## src/sidf_pkg.sv

```systemverilog
`timescale 1ns / 1ps
`default_nettype none
// ----------------------------------------------------------------------------
// sidf_pkg
// Shared types and constants for the sync/id/length frame deframer.
// ----------------------------------------------------------------------------
package sidf_pkg;

  // Field widths fixed by the interface
  localparam int unsigned BYTE_W   = 8;
  localparam int unsigned LEN_W    = 7;
  localparam int unsigned IDX_W    = 6;

  // Defaults
  localparam int unsigned BUFFER_BYTES_DEF = 64;
  localparam logic [BYTE_W-1:0] SYNC_RESET = 8'hA5;

  // Controller states
  typedef enum logic [2:0] {
    ST_HUNT,    // waiting for sync byte
    ST_ID,      // next byte is the frame id
    ST_LEN,     // next byte is the payload length
    ST_DATA,    // collecting payload bytes
    ST_READ,    // read one stored byte
    ST_SHOW,    // present one replayed byte
    ST_EMPTY    // present the empty-frame item
  } state_e;

  // Controller -> datapath
  typedef struct packed {
    logic load_id;
    logic load_len;
    logic store_byte;
    logic idx_clr;
    logic idx_inc;
    logic rd_en;
    logic show_empty;
  } ctrl_cmd_t;

  // Datapath -> controller
  typedef struct packed {
    logic sync_match;
    logic len_zero;
    logic buf_full;
    logic frame_done;
    logic replay_last;
  } dp_status_t;

endpackage
`default_nettype wire

```

## src/sync_id_length_frame_deframer_unit.sv

```systemverilog
`timescale 1ns / 1ps
`default_nettype none
// ----------------------------------------------------------------------------
// sync_id_length_frame_deframer_unit
// Hunts for a sync byte, reads id and length, buffers the payload and
// replays it as one item per payload byte (one empty item for length 0).
// ----------------------------------------------------------------------------
//
//  Channel   Direction  Handshake              Payload
//  -------   ---------  ---------------------  ----------------------------
//  in        input      in_valid_i/in_stall_o  rx_byte_i
//  out       output     out_valid_o/out_stall_i frame_id_o, frame_length_o,
//                                               data_byte_o, payload_pos_o,
//                                               last_o, empty_frame_o
//  cfg       input      cfg_valid_i/cfg_ready_o cfg_data_i (sync pattern)
//
//  Received bytes are taken while the block is parsing.
//  Replay reads each stored byte from the buffer, then presents it as an
//  item held while out_stall_i is high, and only then reads another byte; the input
//  is stalled during replay. An empty frame gives one item the next cycle.
//  Reset returns to sync hunt and loads sync pattern 0xA5; no clearing pass.
//
module sync_id_length_frame_deframer_unit
  import sidf_pkg::*;
#(
  parameter int unsigned BUFFER_BYTES = BUFFER_BYTES_DEF
) (
  input  wire logic              clk_i,
  input  wire logic              rst_ni,
  // configuration
  input  wire logic              cfg_valid_i,
  output logic                   cfg_ready_o,
  input  wire logic [BYTE_W-1:0] cfg_data_i,
  // received bytes
  input  wire logic              in_valid_i,
  output logic                   in_stall_o,
  input  wire logic [BYTE_W-1:0] rx_byte_i,
  // replayed items
  output logic                   out_valid_o,
  input  wire logic              out_stall_i,
  output logic [BYTE_W-1:0]      frame_id_o,
  output logic [LEN_W-1:0]       frame_length_o,
  output logic [BYTE_W-1:0]      data_byte_o,
  output logic [IDX_W-1:0]       payload_pos_o,
  output logic                   last_o,
  output logic                   empty_frame_o
);

  ctrl_cmd_t  cmd;
  dp_status_t status;

  assign cfg_ready_o = 1'b1;

  // Sequencer
  sidf_ctrl u_ctrl (
    .clk_i       (clk_i),
    .rst_ni      (rst_ni),
    .in_valid_i  (in_valid_i),
    .in_stall_o  (in_stall_o),
    .out_valid_o (out_valid_o),
    .out_stall_i (out_stall_i),
    .status_i    (status),
    .cmd_o       (cmd)
  );

  // Registers and payload buffer
  sidf_datapath #(
    .BUFFER_BYTES (BUFFER_BYTES)
  ) u_datapath (
    .clk_i          (clk_i),
    .rst_ni         (rst_ni),
    .cfg_valid_i    (cfg_valid_i),
    .cfg_data_i     (cfg_data_i),
    .rx_byte_i      (rx_byte_i),
    .cmd_i          (cmd),
    .status_o       (status),
    .frame_id_o     (frame_id_o),
    .frame_length_o (frame_length_o),
    .data_byte_o    (data_byte_o),
    .payload_pos_o  (payload_pos_o),
    .last_o         (last_o),
    .empty_frame_o  (empty_frame_o)
  );

endmodule
`default_nettype wire

```

## src/sidf_ctrl.sv

```systemverilog
`timescale 1ns / 1ps
`default_nettype none
// ----------------------------------------------------------------------------
// sidf_ctrl
// Frame parsing and replay sequencer; drives the datapath by commands.
// ----------------------------------------------------------------------------
module sidf_ctrl
  import sidf_pkg::*;
(
  input  wire logic       clk_i,
  input  wire logic       rst_ni,
  input  wire logic       in_valid_i,
  output logic            in_stall_o,
  output logic            out_valid_o,
  input  wire logic       out_stall_i,
  input  wire dp_status_t status_i,
  output ctrl_cmd_t       cmd_o
);

  state_e state_q, state_d;
  logic   in_acc;

  // State register
  always_ff @(posedge clk_i or negedge rst_ni) begin
    if (!rst_ni) begin
      state_q <= ST_HUNT;
    end else begin
      state_q <= state_d;
    end
  end

  // Input side open only while parsing
  assign in_stall_o = !((state_q == ST_HUNT) || (state_q == ST_ID) ||
                        (state_q == ST_LEN) || (state_q == ST_DATA));
  assign in_acc     = in_valid_i && !in_stall_o;

  // Next state and commands
  always_comb begin
    state_d     = state_q;
    cmd_o       = '0;
    out_valid_o = 1'b0;
    unique case (state_q)
      ST_HUNT: begin
        if (in_acc && status_i.sync_match) state_d = ST_ID;
      end
      ST_ID: begin
        if (in_acc) begin
          cmd_o.load_id = 1'b1;
          state_d       = ST_LEN;
        end
      end
      ST_LEN: begin
        if (in_acc) begin
          cmd_o.load_len = 1'b1;
          state_d        = status_i.len_zero ? ST_EMPTY : ST_DATA;
        end
      end
      ST_DATA: begin
        if (in_acc) begin
          if (status_i.buf_full) begin
            // overflow: drop this byte and the frame
            state_d = ST_HUNT;
          end else begin
            cmd_o.store_byte = 1'b1;
            if (status_i.frame_done) begin
              cmd_o.idx_clr = 1'b1;
              state_d       = ST_READ;
            end
          end
        end
      end
      ST_READ: begin
        cmd_o.rd_en = 1'b1;
        state_d     = ST_SHOW;
      end
      ST_SHOW: begin
        out_valid_o = 1'b1;
        if (!out_stall_i) begin
          if (status_i.replay_last) begin
            state_d = ST_HUNT;
          end else begin
            cmd_o.idx_inc = 1'b1;
            state_d       = ST_READ;
          end
        end
      end
      ST_EMPTY: begin
        out_valid_o      = 1'b1;
        cmd_o.show_empty = 1'b1;
        if (!out_stall_i) state_d = ST_HUNT;
      end
      default: begin
        state_d = ST_HUNT;
      end
    endcase
  end

endmodule
`default_nettype wire

```

## src/sidf_datapath.sv

```systemverilog
`timescale 1ns / 1ps
`default_nettype none
// ----------------------------------------------------------------------------
// sidf_datapath
// Sync register, frame header registers, payload buffer and replay index.
// ----------------------------------------------------------------------------
module sidf_datapath
  import sidf_pkg::*;
#(
  parameter int unsigned BUFFER_BYTES = BUFFER_BYTES_DEF
) (
  input  wire logic              clk_i,
  input  wire logic              rst_ni,
  input  wire logic              cfg_valid_i,
  input  wire logic [BYTE_W-1:0] cfg_data_i,
  input  wire logic [BYTE_W-1:0] rx_byte_i,
  input  wire ctrl_cmd_t         cmd_i,
  output dp_status_t             status_o,
  output logic [BYTE_W-1:0]      frame_id_o,
  output logic [LEN_W-1:0]       frame_length_o,
  output logic [BYTE_W-1:0]      data_byte_o,
  output logic [IDX_W-1:0]       payload_pos_o,
  output logic                   last_o,
  output logic                   empty_frame_o
);

  localparam int unsigned AW = (BUFFER_BYTES > 1) ? $clog2(BUFFER_BYTES) : 1;
  localparam int unsigned CW = $clog2(BUFFER_BYTES + 1);
  localparam logic [CW-1:0] FULL_CNT = CW'(BUFFER_BYTES);

  logic [BYTE_W-1:0] sync_q;
  logic [BYTE_W-1:0] id_q;
  logic [BYTE_W-1:0] len_q;
  logic [CW-1:0]     cnt_q;
  logic [AW-1:0]     idx_q;
  logic [BYTE_W-1:0] rd_q;
  logic [BYTE_W-1:0] mem_q [BUFFER_BYTES];
  logic [CW-1:0]     cnt_inc;
  logic [CW-1:0]     idx_inc;

  // Sync pattern register
  always_ff @(posedge clk_i or negedge rst_ni) begin
    if (!rst_ni) begin
      sync_q <= SYNC_RESET;
    end else if (cfg_valid_i) begin
      sync_q <= cfg_data_i;
    end
  end

  // Header and counters
  always_ff @(posedge clk_i or negedge rst_ni) begin
    if (!rst_ni) begin
      id_q  <= '0;
      len_q <= '0;
      cnt_q <= '0;
      idx_q <= '0;
    end else begin
      if (cmd_i.load_id) id_q <= rx_byte_i;
      if (cmd_i.load_len) begin
        len_q <= rx_byte_i;
        cnt_q <= '0;
      end else if (cmd_i.store_byte) begin
        cnt_q <= cnt_inc;
      end
      if (cmd_i.idx_clr) begin
        idx_q <= '0;
      end else if (cmd_i.idx_inc) begin
        idx_q <= idx_q + AW'(1);
      end
    end
  end

  // Payload buffer, registered read
  always_ff @(posedge clk_i) begin
    if (cmd_i.store_byte) mem_q[cnt_q[AW-1:0]] <= rx_byte_i;
    if (cmd_i.rd_en) rd_q <= mem_q[idx_q];
  end

  assign cnt_inc = cnt_q + CW'(1);
  assign idx_inc = CW'(idx_q) + CW'(1);

  // Status to the controller
  assign status_o.sync_match  = (rx_byte_i == sync_q);
  assign status_o.len_zero    = (rx_byte_i == '0);
  assign status_o.buf_full    = (cnt_q >= FULL_CNT);
  assign status_o.frame_done  = (BYTE_W'(cnt_inc) == len_q);
  assign status_o.replay_last = (idx_inc == cnt_q);

  // Result fields
  assign frame_id_o     = id_q;
  assign frame_length_o = cmd_i.show_empty ? '0 : len_q[LEN_W-1:0];
  assign data_byte_o    = cmd_i.show_empty ? '0 : rd_q;
  assign payload_pos_o  = cmd_i.show_empty ? '0 : IDX_W'(idx_q);
  assign last_o         = cmd_i.show_empty | status_o.replay_last;
  assign empty_frame_o  = cmd_i.show_empty;

endmodule
`default_nettype wire
```

## config.mk

```make
export PLATFORM = sky130hd
export DESIGN_NAME = sync_id_length_frame_deframer_unit
export DESIGN_NICKNAME = d
export VERILOG_FILES = /design/src/sidf_pkg.sv /design/src/sync_id_length_frame_deframer_unit.sv /design/src/sidf_ctrl.sv /design/src/sidf_datapath.sv
export SDC_FILE = /design/constraint.sdc
export NUM_CORES = 1
export LEC_CHECK = 0
export ABC_AREA = 1
export BUFFER_PORTS_ARGS = -buffer_cell sky130_fd_sc_hd__buf_2
export CORE_ASPECT_RATIO = 0.7
export CORE_MARGIN = 8
export CORE_UTILIZATION = 40
export CTS_CLUSTER_SIZE = 24
export DETAILED_ROUTE_END_ITERATION = 16
export PLACE_DENSITY = 0.52
export SLEW_MARGIN = 15
export SYNTH_ARGS = -nofsm -noshare
export SYNTH_HDL_FRONTEND = slang
export SYNTH_HIERARCHICAL = 1
export SYNTH_SLANG_ARGS = --single-unit
```

## constraint.sdc

```tcl
create_clock -name clk_i -period 7.2 [get_ports clk_i]
set_clock_uncertainty 0.1 [all_clocks]
set_input_delay 1.44 -clock clk_i [delete_from_list [all_inputs] [get_ports clk_i]]
set_output_delay 1.44 -clock clk_i [all_outputs]
set_load 0.01 [all_outputs]
```

==> results of run 1 <==
-- power groups by stage --
stage / Clock [mW] / Sequential [mW] / Combinational [mW]
final: 2.88 / 3.89 / 3.49
after global placement: 0 / 3.96 / 3.43
after detailed placement: 0 / 3.96 / 3.42
after global routing: 3.06 / 3.91 / 3.81
after CTS: 2.93 / 3.89 / 3.43
after floorplan: 0 / 3.82 / 2.39
-- kinds of logic (layout without fill, tap and decap cells) --
family | after synthesis | after routing | share of synthesized area, %
muxes | 16 | 16 | 0.765
adders and majority gates | 3 | 3 | 0.159
and+or+nand+nor | 1257 | 1257 | 22.2
DFF | 560 | 560 | 70.6
buffers and inverters | 170 | 227 | 3.47
other | 1 | 1 | 0.0159
AOI/OAI and AO/OA | 91 | 91 | 1.99
xor gates and xnor gates | 20 | 20 | 0.744
-- through the flow --
step | worst slack, ns | cell area (sq um) | total power, mW | std cells | hold WS (ns)
final | 1.75 | 26200 | 10.3 | 2935 | 0.404
after global placement | 2.33 | 24400 | 7.38 | 2836 | 0.389
after floorplan | 3.67 | 23500 | 6.21 | 2118 | 0.388
after global routing | 1.50 | 26200 | 10.8 | 2935 | 0.428
after CTS | 1.72 | 26100 | 10.3 | 2935 | 0.411
after detailed placement | 2.38 | 24400 | 7.38 | 2836 | 0.391
-- flip-flops by register name, indices dropped and copies added (netlist names) --
| signal | cells |
|---|---|
| u_datapath/len_q | 8 |
| u_datapath/idx_q | 6 |
| u_ctrl/state_q | 3 |
| u_datapath/sync_q | 8 |
| u_datapath/frame_id_o | 8 |
| u_datapath/mem_q | 512 |
| u_datapath/rd_q | 8 |
| u_datapath/cnt_q | 7 |
-- layout make-up --
| class | count | area [sq um] |
|---|---|---|
| fillers | 5461 | 32100 |
| flip-flops and latches | 560 | 16600 |
| multi-input cells | 1388 | 6120 |
| clock buffers | 68 | 1470 |
| well taps | 760 | 951 |
| repair buffers | 83 | 503 |
| clock inverters | 31 | 309 |
| inverters | 45 | 176 |
-- worst register-to-register path, cell delays in order (launching register included) --
cell and delay [ns]:
dfrtp_2 0.34, buf_4 0.63, nand2_2 0.34, inv_2 0.90, nand3_1 0.28, o21ai_1 0.27, nand2_1 0.10, nand2_1 0.07
nand2_1 0.05, nand3_1 0.12, inv_1 0.07, nor3_1 0.23, inv_1 0.06, nor2_1 0.13, inv_1 0.14, o22ai_1 0.16
-- cells in the mapped netlist, drive strengths merged --
master / count
nor2: 114
nand3: 303
ha: 3
dfstp: 4
buf: 98
clkbuf: 27
edfxtp: 520
xnor2: 11
conb: 1
and3: 1
nor4: 7
o21ai: 16
xor2: 9
nor3: 9
o22ai: 11
a21oi: 64
mux2: 16
nand2: 807
or2: 4
dfrtp: 36
inv: 45
nand4: 12
-- final timing paths --
check / from / to / slack, ns / cells after the start
min in group asynchronous: rst_ni / u_ctrl/state_q[2] / 0.89 / 1
worst max-delay path: u_datapath/idx_q[1] / last_o / 1.75 / 11
worst min register to register: u_datapath/frame_id_o[0] / u_datapath/frame_id_o[0] / 0.40 / 1
worst min-delay path: u_datapath/frame_id_o[0] / u_datapath/frame_id_o[0] / 0.40 / 1
worst max register to register: u_datapath/idx_q[1] / u_datapath/idx_q[2] / 3.13 / 15
max in group asynchronous: rst_ni / u_datapath/idx_q[0] / 5.41 / 1
-- routing by layer --
layer,track usage (%),up-vias
met5,0,-
met4,4.42,2
met3,4.58,82
met2,27.9,627
met1,30.2,7800
li1,-,7287
==> run summary, run 1 <==
synthesized flop and latch total - 560
Post-Route M1 WL - 31800 microns
final net count - 2156
clock power share - 28.0%
Post-CTS Setup Bufs - 0
Synth Net Count - 2142
H-tree Lvls - 2
Max-cap violations - 0
Critical Path AT - 3.91 ns
CP endpoint kind - output port
Peak supply drop - 0.306 mV
Met3 Wirelength - 6240 microns
Flop pwr share - 38.0%
internal power - 6.27 mW
WP data required - 5.66 ns
pin count of the biggest net entering global routing - 225
Final Hold Vio Count - 0
top cell family by delay on the critical path - buffers and inverters
RePlAce Congestion - 0.885
Remaining DRCs - 0
CP max stage delay - 0.90 ns
Rel. slew slack - 19.3%
Synth area leaders - edfxtp_1 66%, nand2_1 13%, nand3_1 6.4%
actual slew at the worst max-slew pin - 1.20 ns
Clk pin slew, worst setup/hold paths - 0.07 ns
I/O Buffers - 53
switch share - 38.9%
routed length per instance - 22.7 microns
clock root cell - clkbuf_16
WP buf/inv - 3
antenna-violating nets left - 0
Hold Buf Count CTS - 0
CTS buffer count - 54
largest area contributor in the netlist - edfxtp_1
RSZ-0062 raised after global routing - no
fin. max-slew vios - 0
Mapped Area - 0.0235 sq mm
Die Ht - 219 microns
Final setup viols - 0
Power Density - 392 mW/mm^2
Skew-Pair Late Insertion Delay - 0.60 ns
# diodes - 0
fin crit share - 75.7%
total core area - 0.0582 sq mm
top sig layer - met5
TritonCTS clock tree - yes
gr ovfl total - 0
most common cell after layout, fill and taps aside - nand2_1
commonest non-fill, non-tap cells in the layout - 804 x nand2_1, 520 x edfxtp_1, 301 x nand3_1
Yosys top cell area share - 66.3%
num ports - 55
status - finished clean
CP max FO - 68
Lkg Pwr - 9.72 nW
Synth warnings - 6
type of the worst setup path - register to output port
synthesized instance count - 2118
initial antenna violation count - 1
Max Fclk - 0.184 GHz
clock tree buffer depth - 3
post-synth cell types - 36
utilization after layout - 44.9%
crit path max-delay cell type - inv_2
sequential area share after synthesis - 70.6%
met2 WL - 27400 microns
vias per cell - 5.38
Worst Hold Class - register to register
Vias - 15798
drt pass-1 iters - 5
post_cts resized - 0
HPWL after DPL - 40500 microns
vias in the first global route - 15388
mean post-synth cell area - 11.1 sq um
CP Launch Type - register
min cycle time layout - 5.45 ns
crit-path cells - buf_4 > nand2_2 > inv_2 > nand3_1 > o21ai_1 > nand2_1 > nand2_1 > nand2_1 > nand3_1 > nand2_1 > buf_2
Area growth syn-to-layout - 11.1%
Comb pwr share - 34.0%
NetSw - 3.99 mW
starting density of the core - 40.4%
first-pass GRT wire length - 99000 microns
share of layout cells above drive strength 1 - 9.61%
Chip Width - 306 microns
area of the die - 0.0670 sq mm
Sink Count - 560
Std-Cell Rows - 74
cell mode on critical path - nand2_1
overall routed net length - 66600 microns
post-route setup TNS - 0 ns
Tot GR Track Use - 19.6%
drt first-iter violations - 1706
No activity file was read; power rests on OpenSTA's default activity.
==> run 2, diff against run 1 <==
Settings changed: ABC_AREA 1 to 0.
Clock period 7.2 ns to 5.7 ns, I/O delays scaled along.
==> run summary, run 2 <==
status - finished clean (unchanged)
Worst Hold Depth - 1 (unchanged)
largest area contributor in the netlist - edfxtp_1 (unchanged)
share of layout cells above drive strength 1 - 26.5% (was 9.61%)
crit path max-delay cell type - dfrtp_1 (was inv_2)
final std cells w/o fill - 1996 (was 2935)
PnR worst setup slack - 1.28 ns (was 1.75 ns)
most common cell after layout, fill and taps aside - edfxtp_1 (was nand2_1)
Die Ht - 215 microns (was 219 microns)
Synth Net Count - 1174 (was 2142)
crit-path cells - and2_1 > nand4_1 > xnor2_1 > nand4_1 > o31ai_1 > buf_2 (was buf_4 > nand2_2 > inv_2 > nand3_1 > o21ai_1 > nand2_1 > nand2_1 > nand2_1 > nand3_1 > nand2_1 > buf_2)
Vias - 11173 (was 15798)
Post-DP Area - 0.0236 sq mm (was 0.0244 sq mm)
Cells after DPL - 1900 (was 2836)
post-synthesis adder-cell area fraction - 0.166% (was 0.159%)
Sink Count - 560 (unchanged)
cell depth of the worst setup path - 6 (was 11)
Flop pwr share - 47.0% (was 38.0%)
Hold Buf Count CTS - 0 (unchanged)
sequential area share after synthesis - 73.6% (was 70.6%)
Power Density - 406 mW/mm^2 (was 392 mW/mm^2)
cell mode on critical path - nand4_1 (was nand2_1)
top cell family by delay on the critical path - simple AND/OR/NAND/NOR gates (was buffers and inverters)
post-synth cell types - 54 (was 36)
H-tree Lvls - 2 (unchanged)
Clk pin slew, worst setup/hold paths - 0.06 ns (was 0.07 ns)
Post-Synth XOR/XNOR Area - 1.43% (was 0.744%)
Worst Hold Class - register to register (unchanged)
main combinational cell family by area after synthesis - multiplexers (was simple AND/OR/NAND/NOR gates)
CP max stage delay - 0.86 ns (was 0.90 ns)
num ports - 55 (unchanged)
reg-to-reg startpoint - u_ctrl/state_q[0] (was u_datapath/idx_q[1])
drt pass-1 iters - 5 (unchanged)
clock power share - 35.8% (was 28.0%)
gr busiest metal - met1 (unchanged)
Yosys top cell area share - 69.1% (was 66.3%)
Std-Cell Rows - 73 (was 74)
starting density of the core - 40.2% (was 40.4%)
vias per cell - 5.60 (was 5.38)
met3 usage - 4.11% (was 4.58%)
mean post-synth cell area - 19.6 sq um (was 11.1 sq um)
I/O Buffers - 53 (unchanged)
FF-to-FF setup slack - 1.97 ns (was 3.13 ns)
Max Fclk - 0.226 GHz
Area growth syn-to-layout - 12.4% (was 11.1%)
R2R Path End - u_datapath/mem_q[22][3] (was u_datapath/idx_q[2])
Critical Path AT - 3.18 ns (was 3.91 ns)
CP max FO - 20 (was 68)
WP buf/inv - 1 (was 3)
Tot GR Track Use - 17.2% (was 19.6%)
switch share - 25.9% (was 38.9%)
Mapped Area - 0.0226 sq mm (was 0.0235 sq mm)
fill cell count - 4772 (was 5461)
met2 Track Usage GR - 23.1% (was 27.9%)
Pwr Total - 10.3 mW (about the same)
synthesized instance count - 1150 (was 2118)
commonest non-fill, non-tap cells in the layout - 520 x edfxtp_1, 136 x mux4_2, 87 x nor2_1 (was 804 x nand2_1, 520 x edfxtp_1, 301 x nand3_1)
asr flop ratio synth - 7.14% (unchanged)
initial antenna violation count - 5 (was 1)
Final Hold Vio Count - 0 (unchanged)
area of the die - 0.0645 sq mm (was 0.0670 sq mm)
Chip Width - 300 microns (was 306 microns)
type of the worst setup path - register to output port (unchanged)
routed length per instance - 28.1 microns (was 22.7 microns)
CTS buffer count - 53 (was 54)
post-route setup TNS - 0 ns (unchanged)
Post-CTS Setup Bufs - 0 (unchanged)
fin crit share - 77.6%
WP data required - 4.46 ns (was 5.66 ns)
Final setup viols - 0 (unchanged)
Lkg Pwr - 7.90 nW (was 9.72 nW)
total core area - 0.0563 sq mm (was 0.0582 sq mm)
Max-cap violations - 0 (unchanged)
RSZ-0062 raised after global routing - no (unchanged)
first-pass GRT wire length - 82200 microns (was 99000 microns)
clock root cell - clkbuf_16 (unchanged)
overall routed net length - 56200 microns (was 66600 microns)
min cycle time layout - 4.42 ns
pre-CTS setup slack - 1.50 ns (was 2.38 ns)
drt first-iter violations - 1252 (was 1706)
design area - 0.0254 sq mm (was 0.0262 sq mm)
fin. max-slew vios - 0 (unchanged)
clock tree buffer depth - 3 (unchanged)
Synth warnings - 6 (unchanged)
vias in the first global route - 11180 (was 15388)
number of synthesized flops with an enable pin - 520 (unchanged)
gr ovfl total - 0 (unchanged)
# diodes - 0 (unchanged)
Synth area leaders - edfxtp_1 69%, mux4_2 14%, dfrtp_1 4.0% (was edfxtp_1 66%, nand2_1 13%, nand3_1 6.4%)
antenna-violating nets left - 0 (unchanged)
Peak supply drop - 0.232 mV (was 0.306 mV)
most common cell in the netlist - edfxtp_1 (was nand2_1)
pin count of the biggest net entering global routing - 73 (was 225)
R2R cell count - 5 (was 15)
Rel. slew slack - 21.6% (was 19.3%)
worst setup path endpoint - last_o (unchanged)
simple-gate share of the synthesized area - 4.64% (was 22.2%)
complex-gate fraction of the synthesized area - 2.44% (was 1.99%)
final net count - 1229 (was 2156)
Critical Path Source - u_datapath/idx_q[3] (was u_datapath/idx_q[1])
Synth top cells by count - 520 x edfxtp_1, 136 x mux4_2, 87 x nor2_1 (was 804 x nand2_1, 520 x edfxtp_1, 301 x nand3_1)
max reg flops - 512 (unchanged)
post_cts resized - 0 (unchanged)
synthesized flop and latch total - 560 (unchanged)
Synth Flop Type - edfxtp_1 (unchanged)
CP Launch Type - register (unchanged)
internal power - 7.64 mW (was 6.27 mW)
CP endpoint kind - output port (unchanged)
HPWL after DPL - 36000 microns (was 40500 microns)
TritonCTS clock tree - yes (unchanged)
Remaining DRCs - 0 (unchanged)
NetSw - 2.67 mW (was 3.99 mW)
post-synthesis mux area share - 15.9% (was 0.765%)
RePlAce Congestion - 0.801 (was 0.885)
met1 usage - 28.2% (was 30.2%)
Comb pwr share - 17.2% (was 34.0%)
Skew-Pair Late Insertion Delay - 0.60 ns (about the same)
actual slew at the worst max-slew pin - 1.17 ns (was 1.20 ns)
## run 2: cell types whose count changed after synthesis, moves of 33 or more
cell / before / now
nand3_1: 301 / 11
mux4_2: 0 / 136
nand2_1: 804 / 31
buf_2: 78 / 15
inv_1: 38 / 5
a21oi_1: 64 / 10
## run 2: stage by stage
stage / utilization, % / hold WS (ns)
floorplan: - / 0.372
global placement: 41.9 / 0.386
detailed placement: 41.9 / 0.394
CTS: 45.1 / 0.409
global route: 45.1 / 0.420
finish: 45.1 / 0.404
## run 2: area by class of cell
| class | count | area (sq um) | area share, % |
|---|---|---|---|
| Sequential cell | 560 | 16600 | 65.5 |
| Multi-Input combinational cell | 513 | 5590 | 22.0 |
| Clock buffer | 64 | 1400 | 5.51 |
| Tap cell | 750 | 938 | 3.69 |
| Clock inverter | 32 | 414 | 1.63 |
| Timing Repair Buffer | 71 | 413 | 1.63 |
| Inverter | 6 | 22.5 | 0.0887 |
## run 2: worst min-delay path by stage
stage / start / end
after floorplan: u_datapath/len_q[7] / u_datapath/len_q[7]
after global placement: u_datapath/frame_id_o[7] / u_datapath/frame_id_o[7]
after detailed placement: u_datapath/frame_id_o[7] / u_datapath/frame_id_o[7]
after CTS: u_datapath/frame_id_o[7] / u_datapath/frame_id_o[7]
after global routing: u_datapath/frame_id_o[3] / u_datapath/frame_id_o[3]
final: u_datapath/len_q[7] / u_datapath/len_q[7]
## run 2: kinds of logic (layout without fill, tap and decap cells)
family / Yosys count / after routing
DFF: 560 / 560
and+or+nand+nor: 208 / 208
adders and majority gates: 3 / 3
buffers and inverters: 77 / 173
other: 1 / 1
muxes: 187 / 187
AOI/OAI and AO/OA: 77 / 77
xor gates and xnor gates: 37 / 37
## run 2: power by group through the flow
stage / clock network, mW / registers, mW / logic (mW)
2_1_floorplan: 0 / 4.79 / 1.37
3_3_place_gp: 0 / 4.93 / 1.80
6_report: 3.70 / 4.85 / 1.77
5_1_grt: 3.93 / 4.88 / 1.90
4_1_cts: 3.78 / 4.85 / 1.80
3_5_place_dp: 0 / 4.94 / 1.79
## run 2: layer usage
layer  up-vias  share of wire [%]
met5         -              0.028
met4         2                1.3
met3        63                7.3
met2       379                 41
met1      5972                 50
li1       4757                  -
